### src/rtl/range_sample_conditioner_unit_macros.svh
// ----------------------------------------------------------------------------
// Range sample conditioner assertion macros
// Shared concurrent assertion forms, clocked on clk_i; RSC_ASSERT is held off in reset.
// ----------------------------------------------------------------------------
`ifndef RANGE_SAMPLE_CONDITIONER_UNIT_MACROS_SVH
`define RANGE_SAMPLE_CONDITIONER_UNIT_MACROS_SVH

// check a property on every clock edge outside reset
`define RSC_ASSERT(lbl, prop, msg) \
  lbl: assert property (@(posedge clk_i) disable iff (!rst_ni) (prop)) else $error(msg);

// check a plain condition on every clock edge, reset included
`define RSC_ASSERT_ALWAYS(lbl, prop, msg) \
  lbl: assert property (@(posedge clk_i) (prop)) else $error(msg);

`endif

### src/rtl/rsc_pkg.sv
// ----------------------------------------------------------------------------
// Range sample conditioner package
// Sequencer states, register indexes, widths, reset values and quality score constants.
// ----------------------------------------------------------------------------
package rsc_pkg;

  typedef enum logic [2:0] {
    ST_IDLE,
    ST_CORR,
    ST_PUSH,
    ST_SUM,
    ST_DIV,
    ST_DONE
  } state_e;

  typedef enum logic [2:0] {
    REG_MIN_RANGE    = 3'd0,
    REG_MAX_RANGE    = 3'd1,
    REG_RANGE_OFFSET = 3'd2,
    REG_WINDOW_LEN   = 3'd3,
    REG_WEAK_SIGNAL  = 3'd4,
    REG_OVERRANGE    = 3'd5
  } reg_idx_e;

  localparam int unsigned RANGE_W  = 16;
  localparam int unsigned OFFSET_W = 12;
  localparam int unsigned WINDOW_W = 4;
  localparam int unsigned QUAL_W   = 7;

  localparam logic [QUAL_W-1:0]  QUALITY_FULL    = 7'd100;
  localparam logic [QUAL_W-1:0]  PENALTY_STATUS  = 7'd30;
  localparam logic [QUAL_W-1:0]  PENALTY_SIGNAL  = 7'd20;
  localparam logic [QUAL_W-1:0]  PENALTY_AMBIENT = 7'd15;
  localparam logic [RANGE_W-1:0] AMBIENT_LIMIT   = 16'd500;

  localparam logic [RANGE_W-1:0]  MIN_RANGE_RST  = 16'd50;
  localparam logic [RANGE_W-1:0]  MAX_RANGE_RST  = 16'd2000;
  localparam logic [OFFSET_W-1:0] OFFSET_RST     = 12'd0;
  localparam logic [WINDOW_W-1:0] WINDOW_RST     = 4'd3;
  localparam logic [RANGE_W-1:0]  WEAK_RST       = 16'd13;
  localparam logic [RANGE_W-1:0]  OVERRANGE_RST  = 16'd8190;

endpackage

### src/rtl/range_sample_conditioner_unit.sv
// ----------------------------------------------------------------------------
// Range sample conditioner
// Range gate, offset correction with clamp, quality score and a moving
// average over a ring of recent valid samples.
//
//   channel   dir  handshake                 payload
//   input     in   in_valid_i / in_ready_o   raw_dist_i, sensor_ok_i, meas_status_i,
//                                            echo_rate_i, ambient_level_i
//   result    out  out_valid_o / out_ready_i accepted, corrected_range,
//                                            filtered_range, sample_valid, quality
//   config    in   cfg_we_i (no wait)        cfg_idx_i, cfg_wdata_i
//
// Rejected, invalid or unfiltered items go from the correction state straight to
// the done state; averaged items also pass through the push state, one sum step
// per filled entry and SUM_W = 16 + clog2(MAX_WINDOW+1) restoring divide steps.
// The done state holds until the output register is free.
// The single adder is shared by the offset add, the ring sum and the divide.
// in_ready_o is high only in the idle state; a result waiting in the output
// register does not block the next input transfer.
// Reset restores register defaults and restarts the filter.
// ----------------------------------------------------------------------------
module range_sample_conditioner_unit #(
  parameter int unsigned MAX_WINDOW = 10
) (
  input  logic        clk_i,
  input  logic        rst_ni,

  input  logic        cfg_we_i,
  input  logic [2:0]  cfg_idx_i,
  input  logic [15:0] cfg_wdata_i,

  input  logic        in_valid_i,
  output logic        in_ready_o,
  input  logic [15:0] raw_dist_i,
  input  logic        sensor_ok_i,
  input  logic [7:0]  meas_status_i,
  input  logic [15:0] echo_rate_i,
  input  logic [15:0] ambient_level_i,

  output logic        out_valid_o,
  input  logic        out_ready_i,
  output logic        accepted_o,
  output logic [15:0] corrected_range_o,
  output logic [15:0] filtered_range_o,
  output logic        sample_valid_o,
  output logic [6:0]  quality_o
);

  localparam int unsigned RW     = rsc_pkg::RANGE_W;
  localparam int unsigned CNT_W  = $clog2(MAX_WINDOW + 1);
  localparam int unsigned SLOT_W = (MAX_WINDOW > 1) ? $clog2(MAX_WINDOW) : 1;
  localparam int unsigned SUM_W  = RW + CNT_W;
  localparam int unsigned ALU_W  = SUM_W + 1;
  localparam int unsigned STEP_W = $clog2(SUM_W);

  rsc_pkg::state_e state_q, state_d;

  logic [RW-1:0]                min_q, max_q, weak_q, over_q;
  logic [rsc_pkg::OFFSET_W-1:0] offset_q;
  logic [rsc_pkg::WINDOW_W-1:0] window_q;

  logic [RW-1:0]     range_q, signal_q, ambient_q;
  logic              ok_q;
  logic              status_nz_q;

  logic [RW-1:0]     ring_q [MAX_WINDOW];
  logic [SLOT_W-1:0] slot_q;
  logic              full_q;

  logic [RW-1:0]     corr_q;
  logic [6:0]        qual_q;
  logic              acc_q;
  logic              use_avg_q;
  logic [CNT_W-1:0]  count_q;
  logic [CNT_W-1:0]  idx_q;
  logic [SUM_W-1:0]  sum_q;
  logic [CNT_W-1:0]  rem_q;
  logic [STEP_W-1:0] step_q;

  logic              out_valid_q;
  logic              out_acc_q, out_ok_q;
  logic [RW-1:0]     out_corr_q, out_filt_q;
  logic [6:0]        out_qual_q;

  logic [ALU_W-1:0]  alu_a, alu_b, alu_res;
  logic              alu_sub;

  logic [CNT_W-1:0]  eff_win;
  logic              in_window;
  logic [RW-1:0]     clamp_val;
  logic [6:0]        qual_val;
  logic [SLOT_W-1:0] wr_idx;
  logic [CNT_W-1:0]  slot_next;
  logic              wrap;
  logic [CNT_W:0]    rem_shift;
  logic              out_load;
  logic              in_xfer;

  assign in_ready_o = (state_q == rsc_pkg::ST_IDLE);
  assign in_xfer    = in_valid_i && in_ready_o;
  assign out_load   = (state_q == rsc_pkg::ST_DONE) && (!out_valid_q || out_ready_i);

  assign eff_win = (int'(window_q) > int'(MAX_WINDOW)) ? CNT_W'(MAX_WINDOW)
                                                       : CNT_W'(window_q);

  assign in_window = (range_q >= min_q) && (range_q <= max_q);

  // clamp the signed sum of range and offset to 0..65535
  always_comb begin
    if (alu_res[ALU_W-1]) begin
      clamp_val = '0;
    end else if (alu_res[ALU_W-2:RW] != '0) begin
      clamp_val = '1;
    end else begin
      clamp_val = alu_res[RW-1:0];
    end
  end

  always_comb begin
    qual_val = rsc_pkg::QUALITY_FULL;
    if (status_nz_q) begin
      qual_val = qual_val - rsc_pkg::PENALTY_STATUS;
    end
    if (signal_q < weak_q) begin
      qual_val = qual_val - rsc_pkg::PENALTY_SIGNAL;
    end
    if (ambient_q > rsc_pkg::AMBIENT_LIMIT) begin
      qual_val = qual_val - rsc_pkg::PENALTY_AMBIENT;
    end
    if (!ok_q || (range_q >= over_q)) begin
      qual_val = '0;
    end
  end

  always_comb begin
    wr_idx    = (CNT_W'(slot_q) >= eff_win) ? '0 : slot_q;
    slot_next = CNT_W'(wr_idx) + CNT_W'(1);
    wrap      = (slot_next >= eff_win);
  end

  assign rem_shift = {rem_q, sum_q[SUM_W-1]};

  // shared adder
  assign alu_res = alu_a + (alu_sub ? ~alu_b : alu_b) + ALU_W'(alu_sub);

  always_comb begin
    state_d = state_q;
    unique case (state_q)
      rsc_pkg::ST_IDLE: begin
        if (in_xfer) begin
          state_d = rsc_pkg::ST_CORR;
        end
      end
      rsc_pkg::ST_CORR: begin
        if (in_window && ok_q && (eff_win != '0)) begin
          state_d = rsc_pkg::ST_PUSH;
        end else begin
          state_d = rsc_pkg::ST_DONE;
        end
      end
      rsc_pkg::ST_PUSH: begin
        state_d = rsc_pkg::ST_SUM;
      end
      rsc_pkg::ST_SUM: begin
        if (idx_q + CNT_W'(1) == count_q) begin
          state_d = rsc_pkg::ST_DIV;
        end
      end
      rsc_pkg::ST_DIV: begin
        if (step_q == STEP_W'(SUM_W - 1)) begin
          state_d = rsc_pkg::ST_DONE;
        end
      end
      rsc_pkg::ST_DONE: begin
        if (out_load) begin
          state_d = rsc_pkg::ST_IDLE;
        end
      end
      default: state_d = rsc_pkg::ST_IDLE;
    endcase
  end

  always_comb begin
    alu_a   = '0;
    alu_b   = '0;
    alu_sub = 1'b0;
    unique case (state_q)
      rsc_pkg::ST_CORR: begin
        alu_a = ALU_W'(range_q);
        alu_b = {{(ALU_W - rsc_pkg::OFFSET_W){offset_q[rsc_pkg::OFFSET_W-1]}}, offset_q};
      end
      rsc_pkg::ST_SUM: begin
        alu_a = ALU_W'(sum_q);
        alu_b = ALU_W'(ring_q[idx_q[SLOT_W-1:0]]);
      end
      rsc_pkg::ST_DIV: begin
        alu_a   = ALU_W'(rem_shift);
        alu_b   = ALU_W'(count_q);
        alu_sub = 1'b1;
      end
      default: begin
        alu_a   = '0;
        alu_b   = '0;
        alu_sub = 1'b0;
      end
    endcase
  end

  always_ff @(posedge clk_i or negedge rst_ni) begin
    if (!rst_ni) begin
      state_q  <= rsc_pkg::ST_IDLE;
      min_q    <= rsc_pkg::MIN_RANGE_RST;
      max_q    <= rsc_pkg::MAX_RANGE_RST;
      offset_q <= rsc_pkg::OFFSET_RST;
      window_q <= rsc_pkg::WINDOW_RST;
      weak_q   <= rsc_pkg::WEAK_RST;
      over_q   <= rsc_pkg::OVERRANGE_RST;
      slot_q   <= '0;
      full_q   <= 1'b0;
    end else begin
      state_q <= state_d;
      if (cfg_we_i) begin
        unique case (cfg_idx_i)
          rsc_pkg::REG_MIN_RANGE:    min_q    <= cfg_wdata_i;
          rsc_pkg::REG_MAX_RANGE:    max_q    <= cfg_wdata_i;
          rsc_pkg::REG_RANGE_OFFSET: offset_q <= cfg_wdata_i[rsc_pkg::OFFSET_W-1:0];
          rsc_pkg::REG_WINDOW_LEN: begin
            window_q <= cfg_wdata_i[rsc_pkg::WINDOW_W-1:0];
            slot_q   <= '0;
            full_q   <= 1'b0;
          end
          rsc_pkg::REG_WEAK_SIGNAL:  weak_q   <= cfg_wdata_i;
          rsc_pkg::REG_OVERRANGE:    over_q   <= cfg_wdata_i;
          default: ;
        endcase
      end
      if (state_q == rsc_pkg::ST_PUSH) begin
        slot_q <= wrap ? '0 : slot_next[SLOT_W-1:0];
        if (wrap) begin
          full_q <= 1'b1;
        end
      end
    end
  end

  always_ff @(posedge clk_i) begin
    if (in_xfer) begin
      range_q     <= raw_dist_i;
      ok_q        <= sensor_ok_i;
      status_nz_q <= (meas_status_i != '0);
      signal_q    <= echo_rate_i;
      ambient_q   <= ambient_level_i;
    end
    unique case (state_q)
      rsc_pkg::ST_CORR: begin
        acc_q     <= in_window;
        corr_q    <= in_window ? clamp_val : '0;
        qual_q    <= in_window ? qual_val : '0;
        ok_q      <= ok_q && in_window;
        use_avg_q <= in_window && ok_q && (eff_win != '0);
      end
      rsc_pkg::ST_PUSH: begin
        ring_q[wr_idx] <= corr_q;
        count_q        <= (wrap || full_q) ? eff_win : slot_next;
        idx_q          <= '0;
        sum_q          <= '0;
      end
      rsc_pkg::ST_SUM: begin
        sum_q  <= alu_res[SUM_W-1:0];
        idx_q  <= idx_q + CNT_W'(1);
        rem_q  <= '0;
        step_q <= '0;
      end
      rsc_pkg::ST_DIV: begin
        if (!alu_res[ALU_W-1]) begin
          rem_q <= alu_res[CNT_W-1:0];
        end else begin
          rem_q <= rem_shift[CNT_W-1:0];
        end
        sum_q  <= {sum_q[SUM_W-2:0], !alu_res[ALU_W-1]};
        step_q <= step_q + STEP_W'(1);
      end
      default: ;
    endcase
    if (out_load) begin
      out_acc_q  <= acc_q;
      out_ok_q   <= ok_q;
      out_corr_q <= corr_q;
      out_filt_q <= use_avg_q ? sum_q[RW-1:0] : corr_q;
      out_qual_q <= qual_q;
    end
  end

  always_ff @(posedge clk_i or negedge rst_ni) begin
    if (!rst_ni) begin
      out_valid_q <= 1'b0;
    end else if (out_load) begin
      out_valid_q <= 1'b1;
    end else if (out_ready_i) begin
      out_valid_q <= 1'b0;
    end
  end

  assign out_valid_o       = out_valid_q;
  assign accepted_o        = out_acc_q;
  assign corrected_range_o = out_corr_q;
  assign filtered_range_o  = out_filt_q;
  assign sample_valid_o    = out_ok_q;
  assign quality_o         = out_qual_q;

`include "range_sample_conditioner_unit_macros.svh"

  `RSC_ASSERT(a_xfer_starts_corr, in_xfer |=> (state_q == rsc_pkg::ST_CORR), "transfer did not start sequencer")
  `RSC_ASSERT(a_slot_in_ring, int'(slot_q) < int'(MAX_WINDOW), "write slot beyond ring")
  `RSC_ASSERT(a_div_count_nonzero, (state_q == rsc_pkg::ST_DIV) |-> (count_q != '0), "divide by zero count")
  `RSC_ASSERT(a_reject_zero, (out_valid_o && !accepted_o) |-> (corrected_range_o == '0 && filtered_range_o == '0 && quality_o == '0 && !sample_valid_o), "rejected result not cleared")
  `RSC_ASSERT(a_quality_max, out_valid_o |-> (quality_o <= rsc_pkg::QUALITY_FULL), "quality above full score")

endmodule

### config.mk
export PLATFORM = sky130hd
export DESIGN_NAME = range_sample_conditioner_unit
export DESIGN_NICKNAME = d
export VERILOG_FILES = /design/src/rtl/rsc_pkg.sv /design/src/rtl/range_sample_conditioner_unit.sv
export VERILOG_INCLUDE_DIRS = /design/src /design/src/rtl
export SDC_FILE = /design/constraint.sdc
export NUM_CORES = 1
export LEC_CHECK = 0
export BUFFER_PORTS_ARGS = -buffer_cell sky130_fd_sc_hd__buf_2
export CORE_ASPECT_RATIO = 1.25
export CORE_MARGIN = 10
export CORE_UTILIZATION = 43
export CTS_BUF_LIST = sky130_fd_sc_hd__clkbuf_4
export CTS_CLUSTER_SIZE = 40
export DETAILED_ROUTE_END_ITERATION = 10
export PLACE_DENSITY = 0.57
export SYNTH_ARGS = -nofsm -noshare
export SYNTH_HDL_FRONTEND = slang
export SYNTH_SLANG_ARGS = --single-unit
### constraint.sdc
create_clock -name clk_i -period 6.5 [get_ports clk_i]
set_input_delay 0.325 -clock clk_i [delete_from_list [all_inputs] [get_ports clk_i]]
set_output_delay 0.325 -clock clk_i [all_outputs]
set_load 0.01 [all_outputs]
==> run metrics, run 1 <==
Die X 206 µm; Slew Limit Fails 0; Post-Syn Area 0.0186 mm²; largest net degree at the start of global routing 66; Clk Latency, worst-skew pair 0.81 ns; min Tclk post-route 5.43 ns; Num CTS Buffers 102; Setup TNS 0 ns; DR DRC count 0; Core Util, Final 51.0%; row cnt 85; Yosys reg bits 404; core area 0.0429 mm²; Synth cell types 70; maximum vdd drop 0.199 mV; R2R cell count 17; total number of vias 11900; Synth Instances 1351; clk sinks 404; initial drt markers 686; # nets final 1793; share of cells above drive strength 1 25.4%; area taken by multi-input logic gates 0.00636 mm²; DP Wirelength 30600 µm; Seq pwr share 45.1%; Area Overhead vs Synth 17.6%; Crit Reg-Reg Endpoint corr_q[14]$_SDFFCE_PP0N_; initial core utilization 43.4%; RSZ-0062 raised after global routing false; Syn Nets 1531; largest cells by area after synthesis edfxtp_1 (50%), dfrtp_1 (8.5%), ha_1 (6.6%), mux4_2 (3.9%), dfstp_2 (3.7%); status completed; root buffer cell clkbuf_4; total global routing overflow 0; clk buf depth 3; yosys warns 0; total track usage 17.5%; cell taking the most area after synthesis edfxtp_1; Most used DFF post-synth edfxtp_1; Die Area 0.0520 mm²; synthesized area per cell 13.8 µm²; Leakage 8.57 nW; worst reg-to-reg setup slack 1.07 ns; Int Power 5.90 mW; most frequent cell after synthesis edfxtp_1; Sequential Area 0.0117 mm²; path type of the worst min-delay path primary input to flop; WP data arrival 5.92 ns; top cell type's share of synthesized area 50.2%; die height 252 µm; global-route wire length before repair 70500 µm; max frequency 0.184 GHz; H-Tree Depth 3; wire per inst 19.7 µm; Final setup viols 0; overall routed net length 44500 µm; top cells by count, synth edfxtp_1 (311), o21ai_0 (112), nand2_1 (106); Initial DRT Pass Iterations 5; crit-path max FO 31; clock power share 22.7%; net switching power 3.27 mW; Critical Path End Type flop; EDFF count, synth 311; skew final 0.0371 ns; Cell Pwr Density 420 mW/mm²; post-route clock period utilization 83.5%; Worst Max-Slew Pin Slew 1.09 ns; vias in the first global route 12800; slew margin rel. 27.0%; combinational share of power 32.3%; crit path kind flop to flop; nature of the critical path startpoint flop; Setup Buffers After CTS 0; Hold Fails Final Rpt 0; sequential share of the synthesized area 62.8%; Avg Vias per Cell 5.25; Crit path required time 6.99 ns; Post-synth ARST share 22.0%; Switching Fraction 35.6%; Final GP Congestion 0.906; crit path to corr_q[14]$_SDFFCE_PP0N_; Ports 124; initial antenna violation count 1; Max Cap Viol 0; Worst-path clk slew 0.07 ns; Final ANT Viol Nets 0; IO Port Bufs 122; Fillers 3705; CTS tree done
-- layer usage --
layer / GRT usage [%] / share of wire [%] / vias to the layer above / wire (µm)
li1: - / - / 5649 / -
met1: 20.5 / 41 / 5885 / 18300
met2: 30.4 / 53 / 257 / 23400
met3: 3.46 / 3.7 / 63 / 1650
met4: 7.29 / 2.5 / 0 / 1100
met5: 0 / 0 / - / 0
-- worst max-delay path: stages (launching register included) --
cell      delay (ns)
dfxtp_2         0.74
buf_12          0.34
mux4_2          0.54
a211oi_1        0.28
a21oi_1         0.10
mux2i_1         0.16
o22ai_1         0.10
inv_1           0.11
fa_1            0.22
nor2b_1         0.08
o31a_1          0.28
or4_1           0.52
and2_1          0.21
a41oi_2         0.25
nor2_1          0.09
xnor2_1         0.19
nor4_4          0.70
a211oi_1        0.18
-- cell families after synthesis --
group                      Yosys count  share of synthesized area, %
adders and majority gates           99                          6.71
DFF                                404                          62.8
xor gates and xnor gates            32                          1.51
other                                1                        0.0202
and+or+nand+nor                    259                          6.99
AOI/OAI and AO/OA                  291                          9.84
buffers and inverters              143                          2.99
muxes                              122                          9.10
-- state kept, by name, summed over array words and instances (netlist names), 3 cells and up, named ones only --
register / cells
ambient_q: 16
corr_q: 16
corrected_range_o: 16
count_q: 4
filtered_range_o: 16
idx_q: 4
max_q: 16
min_q: 16
offset_q: 12
over_q: 16
qual_q: 6
quality_o: 6
range_q: 16
rem_q: 4
ring_q: 160
signal_q: 16
slot_q: 4
state_q: 3
step_q: 5
sum_q: 20
weak_q: 16
window_q: 4
-- what timing repair did --
action,in CTS,in global routing
endpoints found under the hold margin,158,0
hold buffers,74,0
resized for setup,0,0
-- how the worst min path moves through the flow --
stage               depth (start not counted)                 endpoint  slack (ns)          from
finish                                      4         full_q$_DFF_PN0_        0.11  cfg_idx_i[0]
global route                                5  offset_q[0]$_DFFE_PN0P_        0.09  cfg_idx_i[0]
CTS                                         5         full_q$_DFF_PN0_        0.02  cfg_idx_i[2]
detailed placement                          1   weak_q[14]$_DFFE_PN0P_        0.26        rst_ni
global placement                            1   weak_q[14]$_DFFE_PN0P_        0.25        rst_ni
floorplan                                   0         full_q$_DFF_PN0_        0.03        rst_ni
-- power by group through the flow --
stage / clock network (mW) / registers (mW) / logic [mW]
after global placement: 0 / 4.17 / 2.90
after global routing: 2.31 / 4.21 / 3.29
after CTS: 2.15 / 4.14 / 2.99
after floorplan: 0 / 3.96 / 2.12
final: 2.08 / 4.13 / 2.96
after detailed placement: 0 / 4.19 / 2.94
-- cells in the final DEF, fill, tap and decap left out, types with 13 or more instances in the layout --
cell           count
dlygate4sd3_1     74
mux2_2            56
clkbuf_4         144
inv_1             86
buf_4             18
nor2_1            32
a21oi_1           53
ha_1              98
clkinv_1          31
xnor2_1           22
mux2i_1           34
mux4_2            32
o21ai_0          111
dfstp_2           26
edfxtp_1         311
a21o_1            28
a22o_1            19
and2_1            13
nand2_1          106
nor2b_1           23
a211oi_1          31
buf_2            121
dfrtp_1           63
-- per-stage QoR --
| stage | hold WS, ns | setup WS (ns) | cells | power, mW | instance area [µm²] |
|---|---|---|---|---|---|
| after global placement | 0.255 | 1.23 | 2000 | 7.08 | 19800 |
| final | 0.110 | 1.07 | 2260 | 9.17 | 21900 |
| after detailed placement | 0.259 | 1.08 | 2000 | 7.14 | 19800 |
| after floorplan | 0.0294 | 1.15 | 1351 | 6.08 | 18600 |
| after global routing | 0.0864 | 0.588 | 2260 | 9.81 | 21900 |
| after CTS | 0.0200 | 1.07 | 2259 | 9.28 | 21900 |
-- final cells by class --
type                    count  area share [%]
diodes                      1          0.0114
clock buffers             144            4.95
clock inverters            41           0.887
inverters                  87            1.49
multi-input cells         804            29.1
flip-flops and latches    404            53.4
well taps                 565            3.23
repair buffers            214            6.87
Power figures use the tool's default switching activity.
==> run 2: changes to the inputs <==
PLACE_DENSITY = 0.59   (was 0.57)
clock period = 4.6 ns   (was 6.5 ns; I/O delays follow)
==> run 2 against run 1 <==
Flip-flop and latch count unchanged. Register-to-register slack got worse by 1.0 ns. Final cell count increased by 3.0%. Power increased by 51%. Hold slack improved by 0.011 ns. Routed wire length increased by 0.79%. Via count increased by 1.9%. Clock power increased by 48%. Non-clock buffer count increased by 69. Utilization increased by 2.0 points. Maximum frequency increased by 20%. Largest cell class unchanged. Sequential share of layout area decreased by 2.0 points.
==> run metrics, run 2 (synthesis results as in run 1) <==
pre-CTS setup slack 0.0354 ns (-1.05 ns); total track usage 17.3% (-0.20 points); Clk Latency, worst-skew pair 0.81 ns (about the same); Post-Layout Cell Count 2328 (+3.0%); most common cell after layout, fill and taps aside edfxtp_1; Core Util, Final 53.0% (+2.0 points); vias in the first global route 12900 (+1.3%); WP data arrival 5.04 ns (-0.88 ns); largest net degree at the start of global routing 41 (-38%); Worst Max-Slew Pin Slew 1.11 ns (+0.0176 ns); Final ANT Viol Nets 0 (unchanged); die height 252 µm (unchanged); slowest stage delay, CP 0.51 ns (-0.23 ns); Crit-path slowest cell mux4_2; initial antenna violation count 1 (unchanged); skew final 0.0507 ns (+0.0135 ns); initial core utilization 43.4% (unchanged); Ports 124 (unchanged); global-route wire length before repair 69600 µm (-1.3%); clk buf depth 3 (unchanged); total global routing overflow 0 (unchanged); Leakage 9.03 nW (+5.3%); combinational share of power 36.1% (+3.8 points); DR DRC count 0 (unchanged); status completed; nature of the critical path startpoint flop; biggest regs ring_q (160), sum_q (20); Crit path required time 5.11 ns (-1.88 ns); Setup TNS 0 ns (unchanged); IO Port Bufs 122 (unchanged); total number of vias 12100 (+1.9%); initial drt markers 611 (-11%); Worst path most repeated cell buf_12; Num CTS Buffers 101 (-0.98%); dpl cells 2051 (+2.6%); clock power share 22.2% (-0.5 points); row cnt 85 (unchanged); share of cells above drive strength 1 29.9% (+4.5 points); Avg Vias per Cell 5.19 (-1.1%); max frequency 0.221 GHz (+20%); Hold Fails Final Rpt 0 (unchanged); path type of the worst min-delay path primary input to flop; crit path kind flop to flop; maximum vdd drop 0.289 mV (+45%); Critical Path End Type flop; Die X 206 µm (unchanged); clk sinks 404 (unchanged); CTS tree done; root buffer cell clkbuf_4; fin area 0.0227 mm² (+4.0%); H-Tree Depth 3 (unchanged); wire per inst 19.3 µm (-2.2%); Final GP Congestion 0.903 (-0.28%); Switching Fraction 34.9% (-0.77 points); most frequent cells in the layout edfxtp_1 (311), clkbuf_4 (148), buf_2 (121), nand2_1 (106), o21ai_0 (104); Initial DRT Pass Iterations 4 (-1); Setup WS post-layout 0.0693 ns (-1.01 ns); crit-path max FO 8 (-74%); DP Wirelength 31300 µm (+2.2%); Seq pwr share 41.7% (-3.4 points); slew margin rel. 26.2% (-0.79 points); Final setup viols 0 (unchanged); # nets final 1861 (+3.8%); min Tclk post-route 4.53 ns (-0.895 ns); placed cell area 0.0203 mm² (+2.2%); post-route clock period utilization 98.5% (+15 points); RSZ-0062 raised after global routing true; overall routed net length 44800 µm (+0.79%); Die Area 0.0520 mm² (unchanged); Largest register FFs 160 (unchanged); Cell Chain, Critical Path buf_12 -> buf_12 -> buf_6 -> mux4_2 -> a211oi_4 -> a21oi_2 -> mux2i_1 -> o21ai_1 -> ha_1 -> a21o_1 -> or4_4 -> and2_4 -> a41oi_4 -> nor2_4 -> xnor2_2 -> nor4_4 -> buf_4 -> clkbuf_16 -> a211oi_1; net switching power 4.84 mW (+48%); Max Cap Viol 0 (unchanged); Biggest register ring_q; Worst-path clk slew 0.08 ns (about the same); Area Overhead vs Synth 22.3%; Int Power 9.04 mW (+53%); Slew Limit Fails 0 (unchanged); Cell Pwr Density 610 mW/mm² (+45%); core area 0.0429 mm² (unchanged)
==> run 2: cell types whose count changed in the layout (fill, tap and decap cells not counted), moves of 4 or more <==
cell / delta
buf_4: +51
dlygate4sd3_1: +6
a21oi_1: -8
a211oi_2: +7
a211oi_1: -8
o21ai_1: +5
clkbuf_4: +4
buf_12: +6
o21ai_0: -7
clkinv_1: -4
buf_6: +5
a21oi_2: +8
==> run 2: final timing paths <==
kind | startpoint | endpoint | slack (ns) | cells past startpoint
setup / recovery | flop | corr_q[0]$_SDFFCE_PP0N_ | 0.07 | 19
hold / removal | echo_rate_i[14] | signal_q[14]$_DFFE_PP_ | 0.12 | 2
setup reg to reg | flop | corr_q[0]$_SDFFCE_PP0N_ | 0.07 | 19
hold reg to reg | acc_q$_DFFE_PN_ | accepted_o$_DFFE_PP_ | 0.40 | 0
max in group asynchronous | rst_ni | window_q[0]$_DFFE_PN1P_ | 3.35 | 4
min in group asynchronous | rst_ni | weak_q[13]$_DFFE_PN0P_ | 0.45 | 3
==> run 2: timing repair <==
| action | CTS | global route |
|---|---|---|
| hold endpoints to repair | 186 | 0 |
| gates resized for setup | 0 | 55 |
| hold buffers | 81 | 0 |
| setup endpoints to repair | 0 | 25 |
| buffers inserted | 0 | 10 |
==> run 2: per-layer routing <==
layer | share of wire (%) | global-route usage, % | wire, µm | vias up
li1 | - | - | - | 5796
met1 | 41 | 19.9 | 18200 | 5957
met2 | 53 | 30.9 | 24000 | 247
met3 | 3.7 | 3.24 | 1640 | 81
met4 | 2.3 | 6.51 | 1030 | 0
met5 | 0 | 0 | 0 | -
==> run 2: area by class of cell <==
cell class              instances  area, µm²
flip-flops and latches        404      11700
repair buffers                283       2150
diodes                          1       2.50
well taps                     565        707
clock inverters                36        221
inverters                      87        327
fillers                      3674      20100
multi-input cells             804       6530
clock buffers                 148       1110
==> run 2: metrics by stage <==
| step | hold WS (ns) | total power, mW |
|---|---|---|
| floorplan | -0.0656 | 8.62 |
| global placement | 0.331 | 10.4 |
| detailed placement | 0.327 | 10.5 |
| CTS | 0.0202 | 13.7 |
| global route | 0.0647 | 14.7 |
| finish | 0.121 | 13.9 |
==> run 2: critical path: cells and delay by family (launching register included) <==
kind / cells / cell delay (ns)
AOI/OAI and AO/OA: 6 / 0.92
xor gates and xnor gates: 1 / 0.18
adders and majority gates: 1 / 0.33
buffers and inverters: 5 / 0.74
DFF: 1 / 0.42
muxes: 2 / 0.65
and+or+nand+nor: 4 / 1.00
==> run 2: power groups by stage <==
stage / Sequential [mW] / Combinational [mW] / Clock, mW
finish: 5.79 / 5.01 / 3.08
global placement: 5.83 / 4.58 / 0
detailed placement: 5.87 / 4.61 / 0
CTS: 5.79 / 4.69 / 3.19
global route: 5.89 / 5.47 / 3.37
floorplan: 5.60 / 3.02 / 0
